===== src/assert_macros.svh =====
// Assertion macros shared by the RTL; define NO_ASSERTIONS to compile them out.
`ifndef ASSERT_MACROS_SVH
`define ASSERT_MACROS_SVH

`ifndef NO_ASSERTIONS

// property checked on every clock edge outside reset
`define BSRA_ASSERT(lbl, prop) \
	lbl: assert property (@(posedge clk) disable iff (!arst_n) (prop)) \
		else $error("background subtract: assertion failed");

// antecedent on one edge, consequent on the next
`define BSRA_ASSERT_NEXT(lbl, ante, cons) \
	lbl: assert property (@(posedge clk) disable iff (!arst_n) (ante) |=> (cons)) \
		else $error("background subtract: assertion failed");

`else

`define BSRA_ASSERT(lbl, prop)
`define BSRA_ASSERT_NEXT(lbl, ante, cons)

`endif

`endif


===== src/bsra_ram.sv =====
// Generic simple dual-port RAM, one write port, one registered read port.
`default_nettype none

module bsra_ram #(
	parameter int WIDTH = 8,
	parameter int DEPTH = 256
) (
	input  wire logic                     clk,
	input  wire logic                     we,
	input  wire logic [$clog2(DEPTH)-1:0] waddr,
	input  wire logic [WIDTH-1:0]         wdata,
	input  wire logic                     re,
	input  wire logic [$clog2(DEPTH)-1:0] raddr,
	output logic      [WIDTH-1:0]         rdata
);

	logic [WIDTH-1:0] mem [DEPTH];

	// read returns old contents on a same-address write
	always_ff @(posedge clk) begin
		if (we) begin
			mem[waddr] <= wdata;
		end
		if (re) begin
			rdata <= mem[raddr];
		end
	end

endmodule

`default_nettype wire


===== config.mk =====
export PLATFORM = sky130hd
export DESIGN_NAME = bsra_ram
export DESIGN_NICKNAME = d
export VERILOG_FILES = /design/src/assert_macros.svh /design/src/bsra_ram.sv
export SDC_FILE = /design/constraint.sdc
export NUM_CORES = 2
export LEC_CHECK = 0
export BUFFER_PORTS_ARGS = -buffer_cell sky130_fd_sc_hd__clkbuf_2
export CAP_MARGIN = 20
export CORE_MARGIN = 5
export CORE_UTILIZATION = 50
export CTS_CLUSTER_SIZE = 8
export DETAILED_ROUTE_END_ITERATION = 7
export PLACE_DENSITY = 0.74
export SYNTH_ARGS = -nofsm -noshare
export SYNTH_HDL_FRONTEND = slang
export SYNTH_SLANG_ARGS = --single-unit

===== constraint.sdc =====
create_clock -name clk -period 2.5 [get_ports clk]
set_clock_uncertainty 0.15 [all_clocks]
set_input_delay 0.375 -clock clk [delete_from_list [all_inputs] [get_ports clk]]
set_output_delay 0.375 -clock clk [all_outputs]
set_load 0.01 [all_outputs]

==> reports/summary.txt <==
number of enable flip-flop cells after synthesis: 2056
Post-Syn Nets: 3760
max-slew headroom at the worst pin: 0.416
Row Count: 146
maximum clock frequency: 366 MHz
drt via density: 6.44
worst ir drop on vdd: 0.791 mV
cell count after placement: 6356
main area contributors after synthesis: sky130_fd_sc_hd__edfxtp_1 (78%), sky130_fd_sc_hd__mux4_2 (13%), sky130_fd_sc_hd__mux2i_1 (1.7%)
die area: 167000 µm²
Crit path arrival time: 3170 ps
Post-synth top flop: sky130_fd_sc_hd__edfxtp_1
share of post-route cells with drive strength above 1: 0.351
post-synthesis to final-layout area growth: 20.7%
critical path startpoint category: register
I/O pin count: 35
power density over the cells: 805 nW/µm²
largest fanout of any net on the critical path: 1
pin count of the biggest net entering global routing: 101
clk slew on worst S/H paths: 50 ps
failing checks: negative setup slack
first-pass GRT wire length: 305000 µm
Synth Cell Area: 79600 µm²
final hold violation count: 0
antenna violations before repair: 13
clock tree root buffer cell: sky130_fd_sc_hd__clkbuf_16
leakage power of the design: 31.6 nW
final count of negative-setup-slack endpoints: 2
total CTS buffers: 307
async set-reset flop share out of synthesis: 0
final core utilization: 0.607
DRC violations left: 0
Non-Filler Cell Area, Final: 96100 µm²
sequential-to-total area share from yosys stat: 0.775
TritonCTS clock tree: yes
die extent in x: 409 µm
final-stage net count: 4627
final antenna-violating net count: 0
number of global-route vias before repair: 44200
required time of the critical path: 2940 ps
fin. max-slew vios: 0
Yosys warnings: 0
number of clock sinks: 2056
total setup buffers inserted after CTS: 0
total wirelength of the detailed-routed design: 209000 µm
status: finished with violations
deepest clock path buffer count: 4
number of synthesized register bits: 2056
placeable core region: 158000 µm²
hold crit path type: in -> reg
number of cell instances on the worst register-to-register path: 8
DIE HEIGHT: 409 µm
average cell area after synthesis: 21.3 µm²
number of distinct library cells after synthesis: 54
Final Critical Period: 2730 ps
starting density of the core: 0.503
depth of the CTS H-tree: 5
HPWL Detailed: 130000 µm
worst setup slack after layout: -234 ps
critical path endpoint category: register
via count of the routed design: 43100
Total Neg Setup Slack: -286 ps
grt total ovfl: 0
period utilization: 1.09
count of cells along the worst hold path: 1
gr usage total: 0.249
reported max-cap violation count: 0
post-place instance area: 87800 µm²
critical path start-end classification: reg -> reg
cell type with the highest aggregate area in the netlist: sky130_fd_sc_hd__edfxtp_1
clock insertion delay at the later pin of the skew report: 910 ps
drt wl/cell: 31.2 µm
Fin Hold WS: 64.9 ps
count of port buffers added during placement: 34
unrepaired setup endpoints after global routing: yes
count of mapped cells out of synthesis: 3733
count of placed standard cells in the final layout, fillers left out: 6694
Routability Congestion: 0.937
proportion of netlist area held by the largest area contributor: 0.775
DRC violation total after the first TritonRoute iteration: 6124
Slew @ Worst Pin: 876 ps
count of TritonRoute iterations in the first routing pass: 6
[path summary, 6_finish.rpt]
kind / startpoint / end / slack (ps)
setup / recovery: mem[101][1] / rdata[1] / -230
hold / removal: wdata[5] / mem[48][5] / 60
setup reg to reg: mem[101][1] / rdata[1] / -230
hold reg to reg: mem[32][5] / rdata[5] / 1030
[cell type report]
class / instances / area [µm²]
sequential: 2056 / 61700
clock inverter: 14 / 131
multi-input combinational: 1442 / 16800
clock buffer: 309 / 7710
fill: 10400 / 62300
tap: 2072 / 2590
inverter: 2 / 7.51
antenna: 8 / 20.0
timing repair buffer: 791 / 7050
[flip-flops by register name (all words and copies together), names as in the netlist]
signal,count
rdata,8
mem,2048
[layout by cell type (no fill, tap or decap), drive strengths merged, types with 2 or more instances in the layout]
master          n
a2111oi         5
a211oi         16
a21oi          96
a221oi         14
a22o            8
a22oi         133
a311oi          2
a31oi           2
and2            6
and3b           2
buf           751
clkbuf        339
clkinv          7
diode           8
dlygate4sd3    10
edfxtp       2056
inv             9
mux2i         134
mux4          456
nand2          33
nand2b          8
nand3          34
nand3b          2
nand4          10
nor2          282
nor2b          31
nor3           22
nor4           27
o211ai         10
o21ai          12
o221ai         47
o22a            5
o22ai          28
o32ai           5
or2             4
[routing by layer]
layer / vias to the layer above / GRT usage / wire length [µm]
li1: 17300 / - / -
met1: 22300 / 0.339 / 75800
met2: 2917 / 0.392 / 100000
met3: 567 / 0.0631 / 23800
met4: 6 / 0.101 / 8860
met5: - / 0 / 34
[power breakdown]
part | total [mW] | internal, mW | leakage, nW | switching [mW]
Combinational | 4.15 | 1.70 | 9.26 | 2.45
Clock | 35.0 | 21.5 | 3.86 | 13.5
Sequential | 38.2 | 38.1 | 18.5 | 0.0720
Total | 77.3 | 61.3 | 31.6 | 16.0
[Yosys cell counts (8+ instances only)]
master / n
sky130_fd_sc_hd__edfxtp_1: 2056
sky130_fd_sc_hd__o21ai_0: 10
sky130_fd_sc_hd__buf_1: 22
sky130_fd_sc_hd__nor4_1: 24
sky130_fd_sc_hd__nand2_1: 33
sky130_fd_sc_hd__a22oi_1: 133
sky130_fd_sc_hd__buf_4: 27
sky130_fd_sc_hd__mux2i_1: 134
sky130_fd_sc_hd__nand2b_1: 8
sky130_fd_sc_hd__nor3_1: 22
sky130_fd_sc_hd__nand3_1: 34
sky130_fd_sc_hd__buf_6: 21
sky130_fd_sc_hd__o211ai_1: 10
sky130_fd_sc_hd__a22o_1: 8
sky130_fd_sc_hd__nand4_1: 10
sky130_fd_sc_hd__o22ai_1: 28
sky130_fd_sc_hd__buf_12: 8
sky130_fd_sc_hd__clkbuf_1: 111
sky130_fd_sc_hd__nor2_1: 282
sky130_fd_sc_hd__o221ai_1: 46
sky130_fd_sc_hd__a21oi_1: 96
sky130_fd_sc_hd__a211oi_1: 16
sky130_fd_sc_hd__buf_2: 31
sky130_fd_sc_hd__a221oi_1: 13
sky130_fd_sc_hd__nor2b_1: 31
sky130_fd_sc_hd__mux4_2: 454
sky130_fd_sc_hd__buf_8: 13
[critical path, cell delays in order (launching register included)]
cell,delay [ps]
sky130_fd_sc_hd__edfxtp_1,370
sky130_fd_sc_hd__mux4_2,530
sky130_fd_sc_hd__nor2b_4,160
sky130_fd_sc_hd__a211oi_2,260
sky130_fd_sc_hd__buf_4,190
sky130_fd_sc_hd__nor3_4,60
sky130_fd_sc_hd__nor4_4,440
sky130_fd_sc_hd__buf_4,240
sky130_fd_sc_hd__nor4_4,40
[kinds of logic (layout without fill, tap and decap cells)]
family,after synthesis,after routing,share of synthesized area
flip-flops,2056,2056,0.775
multiplexers,591,591,0.146
AND/OR/NAND/NOR,466,466,0.0263
AO/OA/AOI/OAI,385,385,0.0342
buffers and inverters,235,1116,0.0183
other,0,8,0
[through the flow]
step / power [mW] / setup WS (ps)
2_1_floorplan: 40.6 / -15.2
3_3_place_gp: 42.7 / -1390
3_5_place_dp: 42.8 / -1350
4_1_cts: 77.7 / -243
5_1_grt: 79.4 / -250
6_report: 77.3 / -234
[repair_timing]
item,4_1_cts,5_1_grt
gates resized for setup,35,29
hold buffers,10,0
pin swaps,17,17
hold endpoints to repair,345,0
endpoints found under the setup margin,8,8
(Power assumes the default switching activity.)
