==> config.mk <==
export PLATFORM = sky130hd
export DESIGN_NAME = bsra_merge
export DESIGN_NICKNAME = d
export VERILOG_FILES = /design/src/assert_macros.svh /design/src/bsra_pkg.sv /design/src/bsra_merge.sv
export SDC_FILE = /design/constraint.sdc
export NUM_CORES = 1
export LEC_CHECK = 0
export BUFFER_PORTS_ARGS = -buffer_cell sky130_fd_sc_hd__clkbuf_2
export CAP_MARGIN = 20
export CORE_AREA = 2 2 52 54
export DETAILED_ROUTE_END_ITERATION = 8
export DIE_AREA = 0 0 54 56
export PLACE_DENSITY = 0.76
export SYNTH_ARGS = -nofsm -noshare
export SYNTH_HDL_FRONTEND = slang
export SYNTH_SLANG_ARGS = --single-unit
==> constraint.sdc <==
create_clock -name vclk -period 7.6
set_input_delay 0.76 -clock vclk [all_inputs]
set_output_delay 0.76 -clock vclk [all_outputs]
set_load 0.005 [all_outputs]
==> src/assert_macros.svh <==
// Assertion macros shared by the RTL; define NO_ASSERTIONS to compile them out.
`ifndef ASSERT_MACROS_SVH
`define ASSERT_MACROS_SVH

`ifndef NO_ASSERTIONS

// property checked on every clock edge outside reset
`define BSRA_ASSERT(lbl, prop) \
	lbl: assert property (@(posedge clk) disable iff (!arst_n) (prop)) \
		else $error("background subtract: assertion failed");

// antecedent on one edge, consequent on the next
`define BSRA_ASSERT_NEXT(lbl, ante, cons) \
	lbl: assert property (@(posedge clk) disable iff (!arst_n) (ante) |=> (cons)) \
		else $error("background subtract: assertion failed");

`else

`define BSRA_ASSERT(lbl, prop)
`define BSRA_ASSERT_NEXT(lbl, ante, cons)

`endif

`endif

==> src/bsra_pkg.sv <==
// Shared types and constants of the running-average background subtractor.
`default_nettype none

package bsra_pkg;

	localparam int MAX_PIXELS = 524288;
	localparam int CHANNELS   = 3;
	localparam int POS_W      = $clog2(MAX_PIXELS);
	localparam int SAMPLE_W   = 8;
	localparam int WORD_W     = CHANNELS * SAMPLE_W;
	localparam int ALPHA_W    = 17;
	localparam int THR_W      = 9;
	localparam int FRAME_W    = 20;
	localparam int CFG_IDX_W  = 2;
	localparam int CFG_DATA_W = 20;
	localparam int PROD_W     = SAMPLE_W + ALPHA_W;

	localparam logic [ALPHA_W-1:0] ALPHA_ONE       = ALPHA_W'(65536);
	localparam logic [ALPHA_W-1:0] ALPHA_RESET     = ALPHA_W'(3277);
	localparam logic [THR_W-1:0]   THRESHOLD_RESET = THR_W'(25);
	localparam logic [FRAME_W-1:0] FRAME_RESET     = FRAME_W'(307200);
	localparam logic [FRAME_W-1:0] FRAME_MAX       = FRAME_W'(MAX_PIXELS);

	typedef logic [SAMPLE_W-1:0] sample_t;
	typedef logic [POS_W-1:0]    pos_t;

	typedef enum logic [CFG_IDX_W-1:0] {
		REG_BLEND_ALPHA  = 2'd0,
		REG_FG_THRESHOLD = 2'd1,
		REG_MASK_ENABLE  = 2'd2,
		REG_FRAME_PIXELS = 2'd3
	} cfg_reg_t;

	// last pixel index for a frame size, with 0 read as 1 and oversize clamped
	function automatic pos_t frame_last(input logic [FRAME_W-1:0] n);
		pos_t r;
		if (n == '0) begin
			r = '0;
		end else if (n > FRAME_MAX) begin
			r = POS_W'(FRAME_MAX - FRAME_W'(1));
		end else begin
			r = POS_W'(n - FRAME_W'(1));
		end
		return r;
	endfunction

endpackage

`default_nettype wire

==> src/bsra_merge.sv <==
// Merges lane differences: maximum and foreground decision.
`default_nettype none

module bsra_merge import bsra_pkg::*; (
	input  wire sample_t            diff [CHANNELS],
	input  wire logic               seed,
	input  wire logic [THR_W-1:0]   threshold,
	output sample_t                 max_diff,
	output logic                    foreground
);

	sample_t m;

	always_comb begin
		m = '0;
		for (int k = 0; k < CHANNELS; k++) begin
			if (diff[k] > m) begin
				m = diff[k];
			end
		end
		// seed words carry no detection
		if (seed) begin
			max_diff   = '0;
			foreground = 1'b0;
		end else begin
			max_diff   = m;
			foreground = (THR_W'(m) >= threshold);
		end
	end

endmodule

`default_nettype wire

==> results.rst <==
.. list-table::
   :header-rows: 1

   * - Metric
     - Value
   * - Maximum operating frequency
     - 185 MHz
   * - Final worst path period need
     - 5.42 ns
   * - Clkbuf count
     - 0
   * - Cell Pwr Density
     - 100 nW/µm²
   * - Overall power of the completed layout
     - 126 µW
   * - Worst vdd rail ir drop
     - 0.0000464 V
   * - Chip Height
     - 56 µm
   * - Power spent charging and discharging nets
     - 67.8 µW
   * - Post-detailed-route DRC marker count
     - 0
   * - First DRT Iteration DRCs
     - 43
   * - Hold-fix buffer count after cts
     - 0
   * - Io pins
     - 43
   * - Clock power frac
     - 0
   * - Cell-by-cell trace of the critical path
     - clkbuf_2 -> inv_1 -> ha_1 -> nand4_1 -> nor2b_1 -> a32oi_1 -> and2_1 -> ha_1 -> nor2b_4 -> o211a_4 -> o21ai_4 -> and2_4 -> a31o_1 -> ha_1 -> nand2b_1 -> a21o_1 -> a21oi_1 -> o21a_1 -> o21ai_0 -> clkbuf_2
   * - Final RePlAce weighted congestion
     - 0.924
   * - GR Util All Layers
     - 0.178
   * - Hpwl dp
     - 2410 µm
   * - Aggregate routed wire length
     - 2670 µm
   * - Total of fill cells in the finished design
     - 255
   * - Total Neg Setup Slack
     - 0 ns
   * - Leading cell types by total area after synthesis
     - sky130_fd_sc_hd__ha_1, sky130_fd_sc_hd__a32oi_1, sky130_fd_sc_hd__a21oi_1
   * - Count of cells resized by post-cts repair
     - 0
   * - Total die area
     - 3020 µm²
   * - Arrival time of the worst setup path
     - 4.66 ns
   * - Area growth from synthesis to layout
     - 19.1%
   * - Worst path buffer plus inverter count
     - 3
   * - WL/cell
     - 13.4 µm
   * - Critical-path cell with the highest stage delay
     - sky130_fd_sc_hd__nor2b_1
   * - Sequential share of power
     - 0
   * - Number of warning messages in the yosys log
     - 0
   * - Commonest non-fill, non-tap cell in the layout
     - sky130_fd_sc_hd__clkbuf_2
   * - Chip width
     - 54 µm
   * - Initial antenna violation count
     - 0
   * - Grt ovf
     - 0
   * - Commonest cells after routing, fill and taps aside
     - sky130_fd_sc_hd__clkbuf_2, sky130_fd_sc_hd__ha_1, sky130_fd_sc_hd__inv_1, sky130_fd_sc_hd__a32oi_1, sky130_fd_sc_hd__a21oi_1
   * - Maximum number of pins on one net before global-route repair
     - 17
   * - Sequential share of the synthesized area
     - 0
   * - Synthesized netlist net count
     - 191
   * - Number of vias after detailed routing
     - 1,186
   * - Wire length of the first global-routing pass
     - 4410 µm
   * - Highest fanout seen on the critical path
     - 16
   * - Part of the total power dissipated in combinational logic
     - 1.000
   * - P_leak
     - 0.000630 µW
   * - Cell-internal power
     - 58.4 µW
   * - Number of distinct library cells after synthesis
     - 32
   * - Cells after Synth
     - 133
   * - ANT cells
     - 0
   * - Number of hold violations in the final report
     - 0
   * - Share of the clock period used by the worst path after layout
     - 0.713
   * - Class of the worst hold path
     - primary input to output pin
   * - Final-report setup violation count
     - 0
   * - Max_slew headroom
     - 0.638
   * - Status
     - completed
   * - Share of cells above drive strength 1
     - 0.324
   * - Worst endpoint required time
     - 6.84 ns
   * - Category of the critical setup timing path
     - primary input to output pin
   * - Sw frac
     - 0.537
   * - Setup Fix Bufs, Post-CTS
     - 0
   * - Dominant cell type by count on the critical path
     - sky130_fd_sc_hd__ha_1
   * - Critical Path Max Stage Delay
     - 0.48 ns
   * - Share of the synthesized area in the top cell type
     - 0.284
   * - Avg Cell Area, Syn
     - 7.94 µm²
   * - Via count of the first global-routing pass
     - 1,066
   * - Core area
     - 2430 µm²
   * - Total of buffers placed on input and output ports
     - 43
   * - Pin slew with the least headroom to its limit
     - 0.542 ns
   * - Avg Vias per Cell
     - 5.93
   * - Critical Path Source Type
     - primary input
   * - Max-cap violations
     - 0
   * - Effective utilization at floorplan
     - 0.434
   * - Number of sequential cells in the layout
     - 0
   * - Post-layout nets
     - 230
   * - Largest area contributor in the synthesized netlist
     - sky130_fd_sc_hd__ha_1
   * - RSZ-0062 raised after global routing
     - false
   * - Max-slew violation count
     - 0
   * - Count of TritonRoute iterations in the first routing pass
     - 4
   * - Category of the worst setup path capture point
     - output pin
   * - Post-synthesis cell area
     - 1060 µm²
   * - Cell family contributing the most delay on the critical path
     - compound AO/OA/AOI/OAI gates
   * - Antenna-violating nets left
     - 0
   * - Site row count
     - 18
   * - Storage cell area
     - 0 µm²
   * - Area used by multi-input combinational logic
     - 945 µm²
[synth_stat cells (all sizes together), types with 2 or more instances]
cell,instances
clkbuf,3
inv,16
o21ai,5
nand3,2
nand2,4
ha,24
nor2,3
and2,9
buf,3
nor2b,4
a32oi,16
a21oi,15
a21o,4
o21a,2
a31oi,7
a311oi,8
nand4,4
[cell type report]
type	count	share of cell area
Timing Repair Buffer	43	0.171
Inverter	16	0.0478
Tap cell	30	0.0299
Multi-Input combinational cell	111	0.751
[per-layer routing]
layer  global-route usage  vias up  wire length (µm)
met5                    0        -                 0
met4               0.0179        0                 0
met3              0.00538        0               127
met2                0.301       36              1350
met1                0.252      536              1200
li1                     -      614                 -
[worst paths after layout]
| check | start | to | slack [ns] | cells after the start |
|---|---|---|---|---|
| setup / recovery | diff[23] | foreground | 2.18 | 20 |
| hold / removal | threshold[8] | foreground | 1.88 | 5 |
[logic make-up (layout without fill, tap and decap cells)]
group | count (synthesis) | count (layout) | synth area share
compound gates | 60 | 60 | 0.437
simple gates | 27 | 27 | 0.173
fa+ha+maj | 24 | 24 | 0.284
buf+inv | 22 | 59 | 0.105
[metrics by stage]
stage | setup slack (ns) | hold slack (ns) | instances | util | instance area (µm²)
after global placement | 2.32 | 1.87 | 200 | 0.517 | 1260
after floorplan | 2.71 | 1.68 | 133 | - | 1060
after CTS | 2.19 | 1.88 | 200 | 0.517 | 1260
final | 2.18 | 1.88 | 200 | 0.517 | 1260
after detailed placement | 2.18 | 1.87 | 200 | 0.517 | 1260
after global routing | 1.85 | 1.91 | 200 | 0.517 | 1260
[power by group through the flow]
stage / sequential (µW) / combinational (µW) / clock (µW)
floorplan: 0 / 99.9 / 0
global placement: 0 / 122 / 0
detailed placement: 0 / 127 / 0
CTS: 0 / 127 / 0
global route: 0 / 143 / 0
finish: 0 / 126 / 0
Note: power is estimated with default switching activity, not from simulation.
