`src/assert_macros.svh`:
```
// Assertion macros shared by the RTL; define NO_ASSERTIONS to compile them out.
`ifndef ASSERT_MACROS_SVH
`define ASSERT_MACROS_SVH

`ifndef NO_ASSERTIONS

// property checked on every clock edge outside reset
`define BSRA_ASSERT(lbl, prop) \
	lbl: assert property (@(posedge clk) disable iff (!arst_n) (prop)) \
		else $error("background subtract: assertion failed");

// antecedent on one edge, consequent on the next
`define BSRA_ASSERT_NEXT(lbl, ante, cons) \
	lbl: assert property (@(posedge clk) disable iff (!arst_n) (ante) |=> (cons)) \
		else $error("background subtract: assertion failed");

`else

`define BSRA_ASSERT(lbl, prop)
`define BSRA_ASSERT_NEXT(lbl, ante, cons)

`endif

`endif

```
`src/bsra_pkg.sv`:
```
// Shared types and constants of the running-average background subtractor.
`default_nettype none

package bsra_pkg;

	localparam int MAX_PIXELS = 524288;
	localparam int CHANNELS   = 3;
	localparam int POS_W      = $clog2(MAX_PIXELS);
	localparam int SAMPLE_W   = 8;
	localparam int WORD_W     = CHANNELS * SAMPLE_W;
	localparam int ALPHA_W    = 17;
	localparam int THR_W      = 9;
	localparam int FRAME_W    = 20;
	localparam int CFG_IDX_W  = 2;
	localparam int CFG_DATA_W = 20;
	localparam int PROD_W     = SAMPLE_W + ALPHA_W;

	localparam logic [ALPHA_W-1:0] ALPHA_ONE       = ALPHA_W'(65536);
	localparam logic [ALPHA_W-1:0] ALPHA_RESET     = ALPHA_W'(3277);
	localparam logic [THR_W-1:0]   THRESHOLD_RESET = THR_W'(25);
	localparam logic [FRAME_W-1:0] FRAME_RESET     = FRAME_W'(307200);
	localparam logic [FRAME_W-1:0] FRAME_MAX       = FRAME_W'(MAX_PIXELS);

	typedef logic [SAMPLE_W-1:0] sample_t;
	typedef logic [POS_W-1:0]    pos_t;

	typedef enum logic [CFG_IDX_W-1:0] {
		REG_BLEND_ALPHA  = 2'd0,
		REG_FG_THRESHOLD = 2'd1,
		REG_MASK_ENABLE  = 2'd2,
		REG_FRAME_PIXELS = 2'd3
	} cfg_reg_t;

	// last pixel index for a frame size, with 0 read as 1 and oversize clamped
	function automatic pos_t frame_last(input logic [FRAME_W-1:0] n);
		pos_t r;
		if (n == '0) begin
			r = '0;
		end else if (n > FRAME_MAX) begin
			r = POS_W'(FRAME_MAX - FRAME_W'(1));
		end else begin
			r = POS_W'(n - FRAME_W'(1));
		end
		return r;
	endfunction

endpackage

`default_nettype wire

```
`src/bsra_lane.sv`:
```
// One colour channel: absolute difference and Q16 blend products.
`default_nettype none

module bsra_lane import bsra_pkg::*; (
	input  wire logic                clk,
	input  wire logic                en,
	input  wire sample_t             x_s1,
	input  wire sample_t             bg_s1,
	input  wire logic [ALPHA_W-1:0]  alpha,
	input  wire logic [ALPHA_W-1:0]  alpha_inv,
	output sample_t                  diff_s2,
	output sample_t                  x_s2,
	output sample_t                  blend_s2
);

	logic [PROD_W-1:0] prod_bg_s2;
	logic [PROD_W-1:0] prod_x_s2;
	logic [PROD_W-1:0] sum;

	always_ff @(posedge clk) begin
		if (en) begin
			diff_s2    <= (x_s1 > bg_s1) ? (x_s1 - bg_s1) : (bg_s1 - x_s1);
			x_s2       <= x_s1;
			prod_bg_s2 <= PROD_W'(bg_s1) * PROD_W'(alpha_inv);
			prod_x_s2  <= PROD_W'(x_s1) * PROD_W'(alpha);
		end
	end

	// sum never exceeds 255 << 16, so bits above 23 stay clear
	assign sum      = prod_bg_s2 + prod_x_s2;
	assign blend_s2 = sum[SAMPLE_W+15:16];

endmodule

`default_nettype wire

```
`config.mk`:
```
export PLATFORM = sky130hd
export DESIGN_NAME = bsra_lane
export DESIGN_NICKNAME = d
export VERILOG_FILES = /design/src/assert_macros.svh /design/src/bsra_pkg.sv /design/src/bsra_lane.sv
export SDC_FILE = /design/constraint.sdc
export NUM_CORES = 1
export LEC_CHECK = 0
export BUFFER_PORTS_ARGS = -buffer_cell sky130_fd_sc_hd__buf_2
export CORE_MARGIN = 2
export CORE_UTILIZATION = 45
export DETAILED_ROUTE_END_ITERATION = 16
export GPL_TIMING_DRIVEN = 0
export HOLD_SLACK_MARGIN = 0.06
export PLACE_DENSITY = 0.69
export SLEW_MARGIN = 20
export SYNTH_ARGS = -nofsm -noshare
export SYNTH_HDL_FRONTEND = slang
export SYNTH_SLANG_ARGS = --single-unit
```
`constraint.sdc`:
```
create_clock -name clk -period 16.45 [get_ports clk]
set_clock_uncertainty 0.05 [all_clocks]
set_input_delay 3.29 -clock clk [delete_from_list [all_inputs] [get_ports clk]]
set_output_delay 3.29 -clock clk [all_outputs]
set_load 0.1 [all_outputs]
```
==> impl_metrics.env <==
export IMPL_clockBufferDepth=2
export IMPL_min_from="x_s1[7]"
export IMPL_grt_pass1_vias=8910
export IMPL_cp_cell_sequence="buf_2, clkbuf_1, nand2_1, fa_1, inv_1, fa_1, fa_1, inv_1, fa_1, inv_1, ha_1, and3_1, o21a_1, o31ai_1, a31oi_1, nor3_1, a21oi_1, xnor2_1"
export IMPL_wl_per_cell_um=16.4
export IMPL_relSlewSlack_pct=46.1
export IMPL_maxClockFrequency_mhz=120
export IMPL_synth_cell_area_um2=11600
export IMPL_powerDensity_nw_per_um2=177
export IMPL_synth_top_cell_by_area="fa_1"
export IMPL_fin_crit_sh_pct=50.6
export IMPL_synth_top_area_share_pct=31.0
export IMPL_status="finished, final reports clean"
export IMPL_numPortBuffers=75
export IMPL_synth_edf_count=64
export IMPL_htree_levels=3
export IMPL_cp_slowest_stage_delay_ps=560
export IMPL_tightest_slew_ps=808
export IMPL_layout_drive_gt1_share_pct=7.93
export IMPL_clkSlewWorstSetupHoldPaths_ps=50
export IMPL_num_antenna_cells=0
export IMPL_synth_avg_cell_area_um2=9.71
export IMPL_die_w_um=165
export IMPL_dp_slack_ps=7810
export IMPL_synth_common_cells="inv_1, and2_1, fa_1"
export IMPL_syn_num_nets=1551
export IMPL_die_h_um=165
export IMPL_grt_ovfl_total=0
export IMPL_crit_required_ps=16470
export IMPL_cts_made_buffers=9
export IMPL_cp_slowest_cell="fa_1"
export IMPL_dp_hpwl_um=21100
export IMPL_nets=1637
export IMPL_hp_class="input pin to register"
export IMPL_startpoint_type="input pin"
export IMPL_critical_path_class="input pin to register"
export IMPL_path_buf_inv=5
export IMPL_cts_tree="done"
export IMPL_netlist_cell_type_count=55
export IMPL_dp_cells=1601
export IMPL_cts_hold_fix_buffers=0
export IMPL_crit_arrival_ps=8340
export IMPL_setup_tns_ps=0
export IMPL_drc=0
export IMPL_startpoint="bg_s1[2]"
export IMPL_cts_setup_buffers=0
export IMPL_hold_violations=0
export IMPL_antenna_found_initial=0
export IMPL_end_kind="register"
export IMPL_vias=8380
export IMPL_die_area_um2=27100
export IMPL_synth_area_leaders="fa_1, edfxtp_1, ha_1"
export IMPL_p_leak_uw=0.00628
export IMPL_setup_viol=0
export IMPL_place_gp_congestion=0.892
export IMPL_synthFlopType="edfxtp_1"
export IMPL_synthMostInstantiatedCell="inv_1"
export IMPL_ant_nets=0
export IMPL_ir_drop_uv=385
export IMPL_cts_resized=0
export IMPL_synth_seq_area_share_pct=16.5
export IMPL_synth_seq_cells=64
export IMPL_synthArstFlopShare_pct=0
export IMPL_rows=58
export IMPL_initial_core_util_pct=46.0
export IMPL_ios=76
export IMPL_drv_cap=0
export IMPL_instances_no_fill=1616
export IMPL_power_uw=2240
export IMPL_layout_setup_ws_ps=8130
export IMPL_grt_use_total_pct=20.9
export IMPL_slew_violations=0
export IMPL_fp_coreArea_um2=25300
export IMPL_grt_max_degree=65
export IMPL_clockRootBuffer="clkbuf_16"
export IMPL_ys_warn_count=0
export IMPL_crit_top_cell="fa_1"
export IMPL_crit_family="adder cells"
export IMPL_min_period_ps=8320
export IMPL_crit_path_max_fanout=10
export IMPL_grt_pass1_wl_um=44300
export IMPL_drtIter0Drc=468
export IMPL_firstDrtPassIters=5
export IMPL_syn_inst=1196
export IMPL_wl_um=26500
export IMPL_synthToLayoutAreaGrowth_pct=9.20
export IMPL_clock_sinks=64
export IMPL_via_per_inst=5.19
export IMPL_grt_setup_unrepaired="no"
power by group:
group	switching [uW]	internal [uW]	total, uW
logic	1130	604	1730
clock network	64.0	115	179
registers	26.2	304	330
total	1220	1020	2240
area by class of cell:
cell class              count  area [um^2]
repair buffers             75          378
well taps                 330          413
plain buffers              21         78.8
fillers                  2380        12600
flip-flops and latches     64         1920
clock buffers              10          229
multi-input cells         885         8760
inverters                 226          848
clock inverters             5         48.8
flip-flops by register name, summed over array words and instances, names as in the netlist:
register	flops
diff_s2	8
prod_bg_s2	24
prod_x_s2	24
x_s2	8
metrics by stage:
stage | area, um^2 | utilization (%) | hold WS, ps
final | 12700 | 50.2 | 3300
after global routing | 12700 | 50.2 | 3290
after CTS | 12700 | 50.2 | 3290
after detailed placement | 12400 | 49.1 | 3640
after global placement | 12400 | 49.1 | 3640
after floorplan | 11600 | - | 3340
placed cells by master (no fill, tap or decap), drive strengths merged, types with 15 or more instances in the layout:
cell type | netlist | routed
and2 | 219 | 219
nor2 | 19 | 19
clkbuf | 21 | 31
a21o | 31 | 31
buf | 0 | 75
fa | 180 | 180
xor2 | 15 | 15
edfxtp | 64 | 64
o21ai | 25 | 25
xnor2 | 41 | 41
nand2 | 81 | 81
inv | 226 | 226
ha | 123 | 123
a21oi | 46 | 46
layer usage:
metal | up-vias | global-route usage (%) | share of wire, % | wire, um
met5 | - | 0 | 0 | 0
met4 | 0 | 3.99 | 1.4 | 379
met3 | 26 | 2.84 | 4.4 | 1160
met2 | 195 | 36.4 | 50 | 13200
met1 | 4202 | 28.1 | 45 | 11800
li1 | 3957 | - | - | -
path summary, 6_finish.rpt:
kind / slack [ps] / cells after the start / end
setup / recovery: 8130 / 18 / prod_bg_s2[23]
hold / removal: 3300 / 1 / x_s2[7]
cell families (layout without fill, tap and decap cells):
logic type,after synthesis,count (layout),synth area share [%]
adder cells (fa/ha/maj),303,303,44.3
AO/OA/AOI/OAI,144,144,8.46
AND/OR/NAND/NOR,374,374,17.8
multiplexers,8,8,0.690
buffers and inverters,247,337,7.98
flip-flops,64,64,16.5
XOR/XNOR,56,56,4.22
(Power assumes the default switching activity.)
